--- src/hdl/md5_pkg.sv ---
`default_nettype none

package md5_pkg;

  typedef struct packed {
    logic       mode;
    logic [7:0] data_byte;
  } md5_in_t;

  typedef struct packed {
    logic [31:0] digest_word;
    logic [1:0]  word_index;
    logic        last_word;
  } md5_out_t;

  typedef struct packed {
    logic [31:0] a;
    logic [31:0] b;
    logic [31:0] c;
    logic [31:0] d;
  } md5_abcd_t;

  // read side control of the block buffer during padding
  typedef struct packed {
    logic        fin;
    logic        pass;
    logic [5:0]  pos;
    logic [63:0] bit_len;
  } md5_rd_ctl_t;

  typedef enum logic [3:0] {
    StIdle  = 4'b0001,
    StRound = 4'b0010,
    StAdd   = 4'b0100,
    StEmit  = 4'b1000
  } md5_state_e;

  localparam md5_abcd_t ChainIv = '{
    a: 32'h67452301,
    b: 32'hefcdab89,
    c: 32'h98badcfe,
    d: 32'h10325476
  };

  localparam logic [5:0] LastRound = 6'd63;
  localparam logic [5:0] LastPos   = 6'd63;
  localparam logic [7:0] PadByte   = 8'h80;
  localparam logic [3:0] LenLoIdx  = 4'd14;
  localparam logic [1:0] LastWord  = 2'd3;

  localparam logic [4:0] ShiftTab [16] = '{
    5'd7, 5'd12, 5'd17, 5'd22, 5'd5, 5'd9,  5'd14, 5'd20,
    5'd4, 5'd11, 5'd16, 5'd23, 5'd6, 5'd10, 5'd15, 5'd21
  };

  localparam logic [31:0] RoundK [64] = '{
    32'hd76aa478, 32'he8c7b756, 32'h242070db, 32'hc1bdceee,
    32'hf57c0faf, 32'h4787c62a, 32'ha8304613, 32'hfd469501,
    32'h698098d8, 32'h8b44f7af, 32'hffff5bb1, 32'h895cd7be,
    32'h6b901122, 32'hfd987193, 32'ha679438e, 32'h49b40821,
    32'hf61e2562, 32'hc040b340, 32'h265e5a51, 32'he9b6c7aa,
    32'hd62f105d, 32'h02441453, 32'hd8a1e681, 32'he7d3fbc8,
    32'h21e1cde6, 32'hc33707d6, 32'hf4d50d87, 32'h455a14ed,
    32'ha9e3e905, 32'hfcefa3f8, 32'h676f02d9, 32'h8d2a4c8a,
    32'hfffa3942, 32'h8771f681, 32'h6d9d6122, 32'hfde5380c,
    32'ha4beea44, 32'h4bdecfa9, 32'hf6bb4b60, 32'hbebfbc70,
    32'h289b7ec6, 32'heaa127fa, 32'hd4ef3085, 32'h04881d05,
    32'hd9d4d039, 32'he6db99e5, 32'h1fa27cf8, 32'hc4ac5665,
    32'hf4292244, 32'h432aff97, 32'hab9423a7, 32'hfc93a039,
    32'h655b59c3, 32'h8f0ccc92, 32'hffeff47d, 32'h85845dd1,
    32'h6fa87e4f, 32'hfe2ce6e0, 32'ha3014314, 32'h4e0811a1,
    32'hf7537e82, 32'hbd3af235, 32'h2ad7d2bb, 32'heb86d391
  };

  function automatic logic [4:0] rot_amt(input logic [5:0] rnd);
    return ShiftTab[{rnd[5:4], rnd[1:0]}];
  endfunction

  function automatic md5_abcd_t abcd_add(input md5_abcd_t x, input md5_abcd_t y);
    md5_abcd_t s;
    s.a = x.a + y.a;
    s.b = x.b + y.b;
    s.c = x.c + y.c;
    s.d = x.d + y.d;
    return s;
  endfunction

endpackage

`default_nettype wire

--- src/hdl/md5_msg_buf.sv ---
`default_nettype none

module md5_msg_buf import md5_pkg::*; (
  input  wire logic        clk_i,
  input  wire logic        wr_en_i,
  input  wire logic [5:0]  wr_pos_i,
  input  wire logic [7:0]  wr_byte_i,
  input  wire logic [3:0]  rd_idx_i,
  input  wire md5_rd_ctl_t rd_ctl_i,
  output logic      [31:0] rd_word_o
);

  logic [31:0] blk_q [16];
  logic [31:0] stored;
  logic [31:0] padded;
  logic [31:0] len_word;
  logic        len_slot;

  always_ff @(posedge clk_i) begin
    if (wr_en_i) begin
      blk_q[wr_pos_i[5:2]][{wr_pos_i[1:0], 3'b000} +: 8] <= wr_byte_i;
    end
  end

  assign stored   = blk_q[rd_idx_i];
  assign len_slot = (rd_idx_i[3:1] == LenLoIdx[3:1]);
  assign len_word = rd_idx_i[0] ? rd_ctl_i.bit_len[63:32] : rd_ctl_i.bit_len[31:0];

  // bytes past the end of the message: pad marker then zeros
  always_comb begin
    logic [5:0] bpos;
    padded = '0;
    for (int k = 0; k < 4; k++) begin
      bpos = {rd_idx_i, 2'(k)};
      if (bpos < rd_ctl_i.pos) begin
        padded[8*k +: 8] = stored[8*k +: 8];
      end else if (bpos == rd_ctl_i.pos) begin
        padded[8*k +: 8] = PadByte;
      end
    end
  end

  always_comb begin
    if (!rd_ctl_i.fin) begin
      rd_word_o = stored;
    end else if (len_slot && (rd_ctl_i.pass || (rd_ctl_i.pos[5:3] != 3'b111))) begin
      rd_word_o = len_word;
    end else if (rd_ctl_i.pass) begin
      rd_word_o = '0;
    end else begin
      rd_word_o = padded;
    end
  end

endmodule

`default_nettype wire

--- src/hdl/md5_round.sv ---
`default_nettype none

module md5_round import md5_pkg::*; (
  input  wire md5_abcd_t   abcd_i,
  input  wire logic [5:0]  rnd_i,
  input  wire logic [31:0] msg_i,
  output logic      [3:0]  msg_idx_o,
  output md5_abcd_t        abcd_o
);

  logic [31:0] f;
  logic [31:0] sum;
  logic [31:0] rot;
  logic [4:0]  sh;
  logic [5:0]  rsh;
  logic [3:0]  r4;

  assign r4 = rnd_i[3:0];

  always_comb begin
    unique case (rnd_i[5:4])
      2'd0: begin
        f         = (abcd_i.b & abcd_i.c) | (~abcd_i.b & abcd_i.d);
        msg_idx_o = r4;
      end
      2'd1: begin
        f         = (abcd_i.b & abcd_i.d) | (abcd_i.c & ~abcd_i.d);
        msg_idx_o = 4'(r4 * 4'd5 + 4'd1);
      end
      2'd2: begin
        f         = abcd_i.b ^ abcd_i.c ^ abcd_i.d;
        msg_idx_o = 4'(r4 * 4'd3 + 4'd5);
      end
      default: begin
        f         = abcd_i.c ^ (abcd_i.b | ~abcd_i.d);
        msg_idx_o = 4'(r4 * 4'd7);
      end
    endcase
  end

  assign sum = abcd_i.a + f + RoundK[rnd_i] + msg_i;
  assign sh  = rot_amt(rnd_i);
  assign rsh = 6'd32 - {1'b0, sh};
  assign rot = (sum << sh) | (sum >> rsh);

  assign abcd_o.a = abcd_i.d;
  assign abcd_o.b = abcd_i.b + rot;
  assign abcd_o.c = abcd_i.b;
  assign abcd_o.d = abcd_i.c;

endmodule

`default_nettype wire

--- src/hdl/md5_message_digest.sv ---
// md5 digest of a byte stream
// input channel: one beat per message byte (mode 0) or a finish beat (mode 1);
// a beat is taken when in_valid_i is high and in_stall_o is low
// an absorb beat is stored in the block buffer; the one completing a 64-byte block
// also starts a compression: 64 rounds on the single round unit,
// one round per cycle, then an add into the chaining words
// a finish beat runs the padded final block and, when eight or
// fewer bytes of room are left, an extra length block
// the digest then leaves as four output beats, words a to d, last_word on d;
// at most one output beat per cycle, held as long as out_stall_i is high
// in_stall_o stays high while a compression runs, and after a finish beat until
// the last digest beat has been taken; the chaining words and byte count are
// then back at their initial values, ready for the next message
// rst_ni clears the sequencer and byte count and restores the initial chaining words at once
`default_nettype none

module md5_message_digest import md5_pkg::*; (
  input  wire logic     clk_i,
  input  wire logic     rst_ni,
  input  wire logic     in_valid_i,
  output logic          in_stall_o,
  input  wire md5_in_t  in_beat_i,
  output logic          out_valid_o,
  input  wire logic     out_stall_i,
  output md5_out_t      out_beat_o
);

  md5_state_e  state_q, state_d;
  logic [5:0]  rnd_q, rnd_d;
  logic [63:0] cnt_q, cnt_d;
  md5_abcd_t   chain_q, chain_d;
  md5_abcd_t   work_q, work_d;
  logic        fin_q, fin_d;
  logic        pass_q, pass_d;
  logic [1:0]  widx_q, widx_d;

  logic        in_acc;
  logic        out_acc;
  logic [5:0]  pos;
  logic [3:0]  msg_idx;
  logic [31:0] msg_word;
  md5_abcd_t   rnd_out;
  md5_abcd_t   chain_sum;
  md5_rd_ctl_t rd_ctl;

  assign in_stall_o  = (state_q != StIdle);
  assign in_acc      = in_valid_i && !in_stall_o;
  assign out_valid_o = (state_q == StEmit);
  assign out_acc     = out_valid_o && !out_stall_i;
  assign pos         = cnt_q[5:0];

  assign rd_ctl.fin     = fin_q;
  assign rd_ctl.pass    = pass_q;
  assign rd_ctl.pos     = pos;
  assign rd_ctl.bit_len = {cnt_q[60:0], 3'b000};

  md5_msg_buf u_buf (
    .clk_i     (clk_i),
    .wr_en_i   (in_acc && !in_beat_i.mode),
    .wr_pos_i  (pos),
    .wr_byte_i (in_beat_i.data_byte),
    .rd_idx_i  (msg_idx),
    .rd_ctl_i  (rd_ctl),
    .rd_word_o (msg_word)
  );

  md5_round u_round (
    .abcd_i    (work_q),
    .rnd_i     (rnd_q),
    .msg_i     (msg_word),
    .msg_idx_o (msg_idx),
    .abcd_o    (rnd_out)
  );

  assign chain_sum = abcd_add(chain_q, work_q);

  always_comb begin
    state_d = state_q;
    rnd_d   = rnd_q;
    cnt_d   = cnt_q;
    chain_d = chain_q;
    work_d  = work_q;
    fin_d   = fin_q;
    pass_d  = pass_q;
    widx_d  = widx_q;
    unique case (state_q)
      StIdle: begin
        if (in_acc) begin
          if (in_beat_i.mode) begin
            fin_d   = 1'b1;
            pass_d  = 1'b0;
            work_d  = chain_q;
            rnd_d   = '0;
            state_d = StRound;
          end else begin
            cnt_d = cnt_q + 64'd1;
            if (pos == LastPos) begin
              work_d  = chain_q;
              rnd_d   = '0;
              state_d = StRound;
            end
          end
        end
      end
      StRound: begin
        work_d = rnd_out;
        rnd_d  = rnd_q + 6'd1;
        if (rnd_q == LastRound) begin
          state_d = StAdd;
        end
      end
      StAdd: begin
        chain_d = chain_sum;
        work_d  = chain_sum;
        rnd_d   = '0;
        if (!fin_q) begin
          state_d = StIdle;
        end else if (!pass_q && (pos[5:3] == 3'b111)) begin
          pass_d  = 1'b1;
          state_d = StRound;
        end else begin
          widx_d  = '0;
          state_d = StEmit;
        end
      end
      StEmit: begin
        if (out_acc) begin
          widx_d = widx_q + 2'd1;
          if (widx_q == LastWord) begin
            chain_d = ChainIv;
            cnt_d   = '0;
            fin_d   = 1'b0;
            pass_d  = 1'b0;
            state_d = StIdle;
          end
        end
      end
      default: begin
        state_d = StIdle;
      end
    endcase
  end

  always_ff @(posedge clk_i or negedge rst_ni) begin
    if (!rst_ni) begin
      state_q <= StIdle;
      rnd_q   <= '0;
      cnt_q   <= '0;
      chain_q <= ChainIv;
      fin_q   <= 1'b0;
      pass_q  <= 1'b0;
      widx_q  <= '0;
    end else begin
      state_q <= state_d;
      rnd_q   <= rnd_d;
      cnt_q   <= cnt_d;
      chain_q <= chain_d;
      fin_q   <= fin_d;
      pass_q  <= pass_d;
      widx_q  <= widx_d;
    end
  end

  always_ff @(posedge clk_i) begin
    work_q <= work_d;
  end

  always_comb begin
    out_beat_o.word_index = widx_q;
    out_beat_o.last_word  = (widx_q == LastWord);
    unique case (widx_q)
      2'd0:    out_beat_o.digest_word = chain_q.a;
      2'd1:    out_beat_o.digest_word = chain_q.b;
      2'd2:    out_beat_o.digest_word = chain_q.c;
      default: out_beat_o.digest_word = chain_q.d;
    endcase
  end

  // block boundary starts a compression
  assert property (@(posedge clk_i) disable iff (!rst_ni)
    (in_acc && !in_beat_i.mode && (pos == LastPos)) |=> (state_q == StRound && rnd_q == '0))
    else $error("full block did not start compression");

  // finish starts the padded block
  assert property (@(posedge clk_i) disable iff (!rst_ni)
    (in_acc && in_beat_i.mode) |=> (state_q == StRound && fin_q && !pass_q))
    else $error("finish did not start padding");

  // last round hands over to the chaining add
  assert property (@(posedge clk_i) disable iff (!rst_ni)
    (state_q == StRound && rnd_q == LastRound) |=> (state_q == StAdd))
    else $error("round count overran");

  // message state is back to initial after the last digest beat
  assert property (@(posedge clk_i) disable iff (!rst_ni)
    (out_acc && out_beat_o.last_word) |=> (chain_q == ChainIv && cnt_q == '0 && !fin_q))
    else $error("state not restored after digest");

  // no absorbed bytes while a digest is being computed or sent
  assert property (@(posedge clk_i) disable iff (!rst_ni)
    (fin_q && !out_acc) |=> $stable(cnt_q))
    else $error("byte count moved during finish");

endmodule

`default_nettype wire
--- config.mk ---
export PLATFORM = sky130hd
export DESIGN_NAME = md5_message_digest
export DESIGN_NICKNAME = d
export VERILOG_FILES = /design/src/hdl/md5_pkg.sv /design/src/hdl/md5_msg_buf.sv /design/src/hdl/md5_round.sv /design/src/hdl/md5_message_digest.sv
export SDC_FILE = /design/constraint.sdc
export NUM_CORES = 2
export LEC_CHECK = 0
export BUFFER_PORTS_ARGS = -buffer_cell sky130_fd_sc_hd__buf_2
export CAP_MARGIN = 30
export CORE_MARGIN = 2
export CORE_UTILIZATION = 55
export DETAILED_ROUTE_END_ITERATION = 10
export PLACE_DENSITY = 0.77
export SYNTH_ARGS = -nofsm -noshare
export SYNTH_HDL_FRONTEND = slang
export SYNTH_SLANG_ARGS = --single-unit
--- constraint.sdc ---
create_clock -name clk_i -period 13.9 [get_ports clk_i]
set_input_delay 1.39 -clock clk_i [delete_from_list [all_inputs] [get_ports clk_i]]
set_output_delay 1.39 -clock clk_i [all_outputs]
set_load 0.05 [all_outputs]
==> results.md <==
- Largest net degree at the start of global routing: 103
- CTS max path bufs: 3
- Vias in the first global route: 41,260
- Synthesized Nets: 5,422
- WS Path Type: flip-flop to flip-flop
- Chip Height: 317.5 µm
- # rows: 114
- # hold bufs at CTS: 0
- Met1 WL: 71,340 µm
- Cts bufs inserted: 89
- Die width: 317.5 µm
- Final setup vio count: 0
- Core Footprint: 96,990 µm²
- Filler instances: 7,828
- Total gr overflow: 0
- Vias post-DR: 43,870
- Initial antenna violation count: 8
- DRT Pass-1 Iters: 10
- CP Capture Type: flip-flop
- Most used flip-flop cell after synthesis: edfxtp_1
- Total wire length: 176,700 µm
- Type of origin of the critical path: flip-flop
- Arrival @ worst endpoint: 13.43 ns
- Clock sink count: 843
- Worst-margin pin slew: 1.057 ns
- Distinct cells, synth: 93
- Post-synthesis cell count: 5,105
- Syn avg cell area: 10.59 µm²
- H-tree Lvls: 3
- Avg Vias per Cell: 6.832
- Max Cap Viol: 0
- Slew headroom: 29.29%
- Mapped Area: 54,040 µm²
- Final hold slack: 0.5142 ns
- Core Util, Final: 60.59%
- Top Layer Used: met5
- CP Max Fanout: 10
- Share of layout cells above drive strength 1: 12.21%
- Seq cells post-synth: 843
- Nets: 5,388
- Most numerous cell on the critical path: a21oi_1
- Initial Utilization: 55.72%
- Max Freq: 76.92 MHz
- DR WL met3: 20,860 µm
- R2r startpoint: rnd_q[1]$_DFFE_PN0P_
- Clock slew at reported path FFs: 0.07 ns
- Crit-path max cell delay: 0.56 ns
- Register area: 24,390 µm²
- Root Buffer: clkbuf_16
- Sequential share of the synthesized area: 45.11%
- Fin crit period: 13.00 ns
- First-pass GRT wire length: 264,200 µm
- CP max-delay cell: mux4_2
- Met2 wire length: 77,170 µm
- Hold Startpoint: chain_q[95]$_DFFE_PN1P_
- Area of the multi-input gates: 27,830 µm²
- Avg WL per Cell: 27.53 µm
- CTS tree: yes
- Die Area: 100,800 µm²
- Req. time, crit path: 14.33 ns
- Fin. max-slew vios: 0
- Worst Skew: 0.02744 ns
- RSZ-0062 raised after global routing: no
- Number of port buffers: 49
- Setup TNS: 0 ns
- Clk_lat worst skew: 0.70 ns
- Post-synth EDFFs: 640
- Detail Placement HPWL: 123,500 µm
- Final period utilization: 93.53%
- Iteration-0 DRC Markers: 6,656
- Hold Crit Class: flip-flop to flip-flop
- Outcome: finished, final reports clean
- # DRC: 0
- Critical Path Source: rnd_q[1]$_DFFE_PN0P_
- Yosys synthesis warning count: 0
- Ports: 50
- Routability cong.: 1.033
- Final hold vios: 0
- GRT Overall Usage: 34.37%
- Synth async-reset ratio: 24.08%
- Layout area overhead: 8.747%
- Final ANT Viol Nets: 0
-- cells by family (layout without fill, tap and decap cells) --
| logic type | after synthesis | after routing | synth area share [%] |
|---|---|---|---|
| buffers and inverters | 513 | 550 | 3.626 |
| multiplexers | 304 | 304 | 9.562 |
| AND/OR/NAND/NOR | 1436 | 1436 | 11.88 |
| AO/OA/AOI/OAI | 1444 | 1444 | 17.54 |
| flip-flops | 843 | 843 | 45.11 |
| other | 0 | 3 | 0 |
| adder cells (fa/ha/maj) | 311 | 311 | 8.140 |
| XOR/XNOR | 254 | 254 | 4.144 |
-- routing by layer --
layer	global-route usage (%)	vias up
met5	0	-
met2	50.49	2719
met4	13.38	6
met1	49.29	21580
met3	8.490	406
li1	-	19160
-- timing repair --
item                                    in CTS  in global routing
gates resized for setup                      0                  5
setup buffers                                0                  3
endpoints found under the setup margin       0                  4
-- placed cells by master (no fill, tap or decap), types with 28 or more instances in the layout --
master       n
edfxtp_1   640
nand2_1    508
nor2_1     448
a21oi_1    351
o21ai_0    332
ha_1       232
inv_1      227
mux4_2     168
xnor2_1    144
nand3_1    134
dfrtp_1    133
mux2i_1    118
xor2_1     105
a22oi_1     99
o211ai_1    98
buf_4       96
clkbuf_16   89
a21o_1      88
fa_1        70
a31oi_1     69
dfstp_2     65
nor3_1      59
and2_1      51
a211oi_1    50
buf_2       48
and3_1      46
or2_2       43
a221o_1     42
a222oi_1    34
o22a_1      32
nand2b_1    31
or3_1       30
o21a_1      28
-- stage by stage --
stage / instances / area (µm²) / setup slack, ns
2_1_floorplan: 5105 / 54040 / 1.178
3_3_place_gp: 6233 / 55600 / 1.005
3_5_place_dp: 6243 / 55700 / 0.6748
4_1_cts: 6405 / 58640 / 0.6156
5_1_grt: 6420 / 58770 / 0.1985
6_report: 6421 / 58770 / 0.8991
-- path summary, 6_finish.rpt --
path	cells past startpoint	slack, ns	to
max reg2reg	45	0.90	work_q[95]$_DFFE_PP_
max in group asynchronous	3	11.10	cnt_q[57]$_DFFE_PN0P_
max	45	0.90	work_q[95]$_DFFE_PP_
min in group asynchronous	1	0.76	chain_q[11]$_DFFE_PN0P_
min reg2reg	2	0.51	chain_q[95]$_DFFE_PN1P_
min	2	0.51	chain_q[95]$_DFFE_PN1P_
-- cells in the mapped netlist (all sizes together) (43+ instances only) --
| library cell | instances | area (µm²) |
|---|---|---|
| mux2i | 118 | 1181 |
| clkbuf | 213 | 799.5 |
| a21o | 89 | 669.4 |
| xor2 | 105 | 919.6 |
| o211ai | 99 | 748.2 |
| dfrtp | 138 | 3453 |
| nand3 | 134 | 670.6 |
| fa | 70 | 1401 |
| a21oi | 354 | 1783 |
| and2 | 54 | 340.3 |
| edfxtp | 640 | 19220 |
| nor3 | 60 | 305.3 |
| inv | 233 | 874.6 |
| a211oi | 50 | 375.4 |
| nor2 | 451 | 1693 |
| and3 | 46 | 287.8 |
| nand2 | 508 | 1907 |
| o21ai | 340 | 1717 |
| dfstp | 65 | 1708 |
| ha | 234 | 2928 |
| xnor2 | 149 | 1320 |
| or2 | 43 | 269.0 |
| buf | 65 | 277.8 |
| a31oi | 70 | 444.2 |
| mux4 | 168 | 3784 |
| a22oi | 99 | 743.2 |
-- flip-flops by register name, summed over array words and instances, names as in the netlist --
| register | count |
|---|---|
| pass_q | 1 |
| state_q | 4 |
| u_buf.blk_q | 512 |
| cnt_q | 61 |
| widx_q | 2 |
| rnd_q | 6 |
| work_q | 128 |
| fin_q | 1 |
| chain_q | 128 |
-- worst max-delay path: cells and delay by family, from the launching register on --
kind	cells	cell delay, ns
flops	1	0.38
buf+inv	4	0.76
xor+xnor	3	0.49
compound gates	19	5.31
mux	3	1.12
simple gates	8	1.50
fa+ha+maj	8	3.12
-- final cells by class --
type	count	area share, %
Clock inverter	47	0.9432
Tap cell	1276	2.717
Timing Repair Buffer	153	1.882
Sequential cell	843	41.51
Multi-Input combinational cell	3749	47.36
Inverter	235	1.520
Clock buffer	115	4.058
Antenna cell	3	0.01277
Power is left out: the tool's default activity adds up to more than one toggle a clock period on the data nets, which glitch-free logic cannot reach.
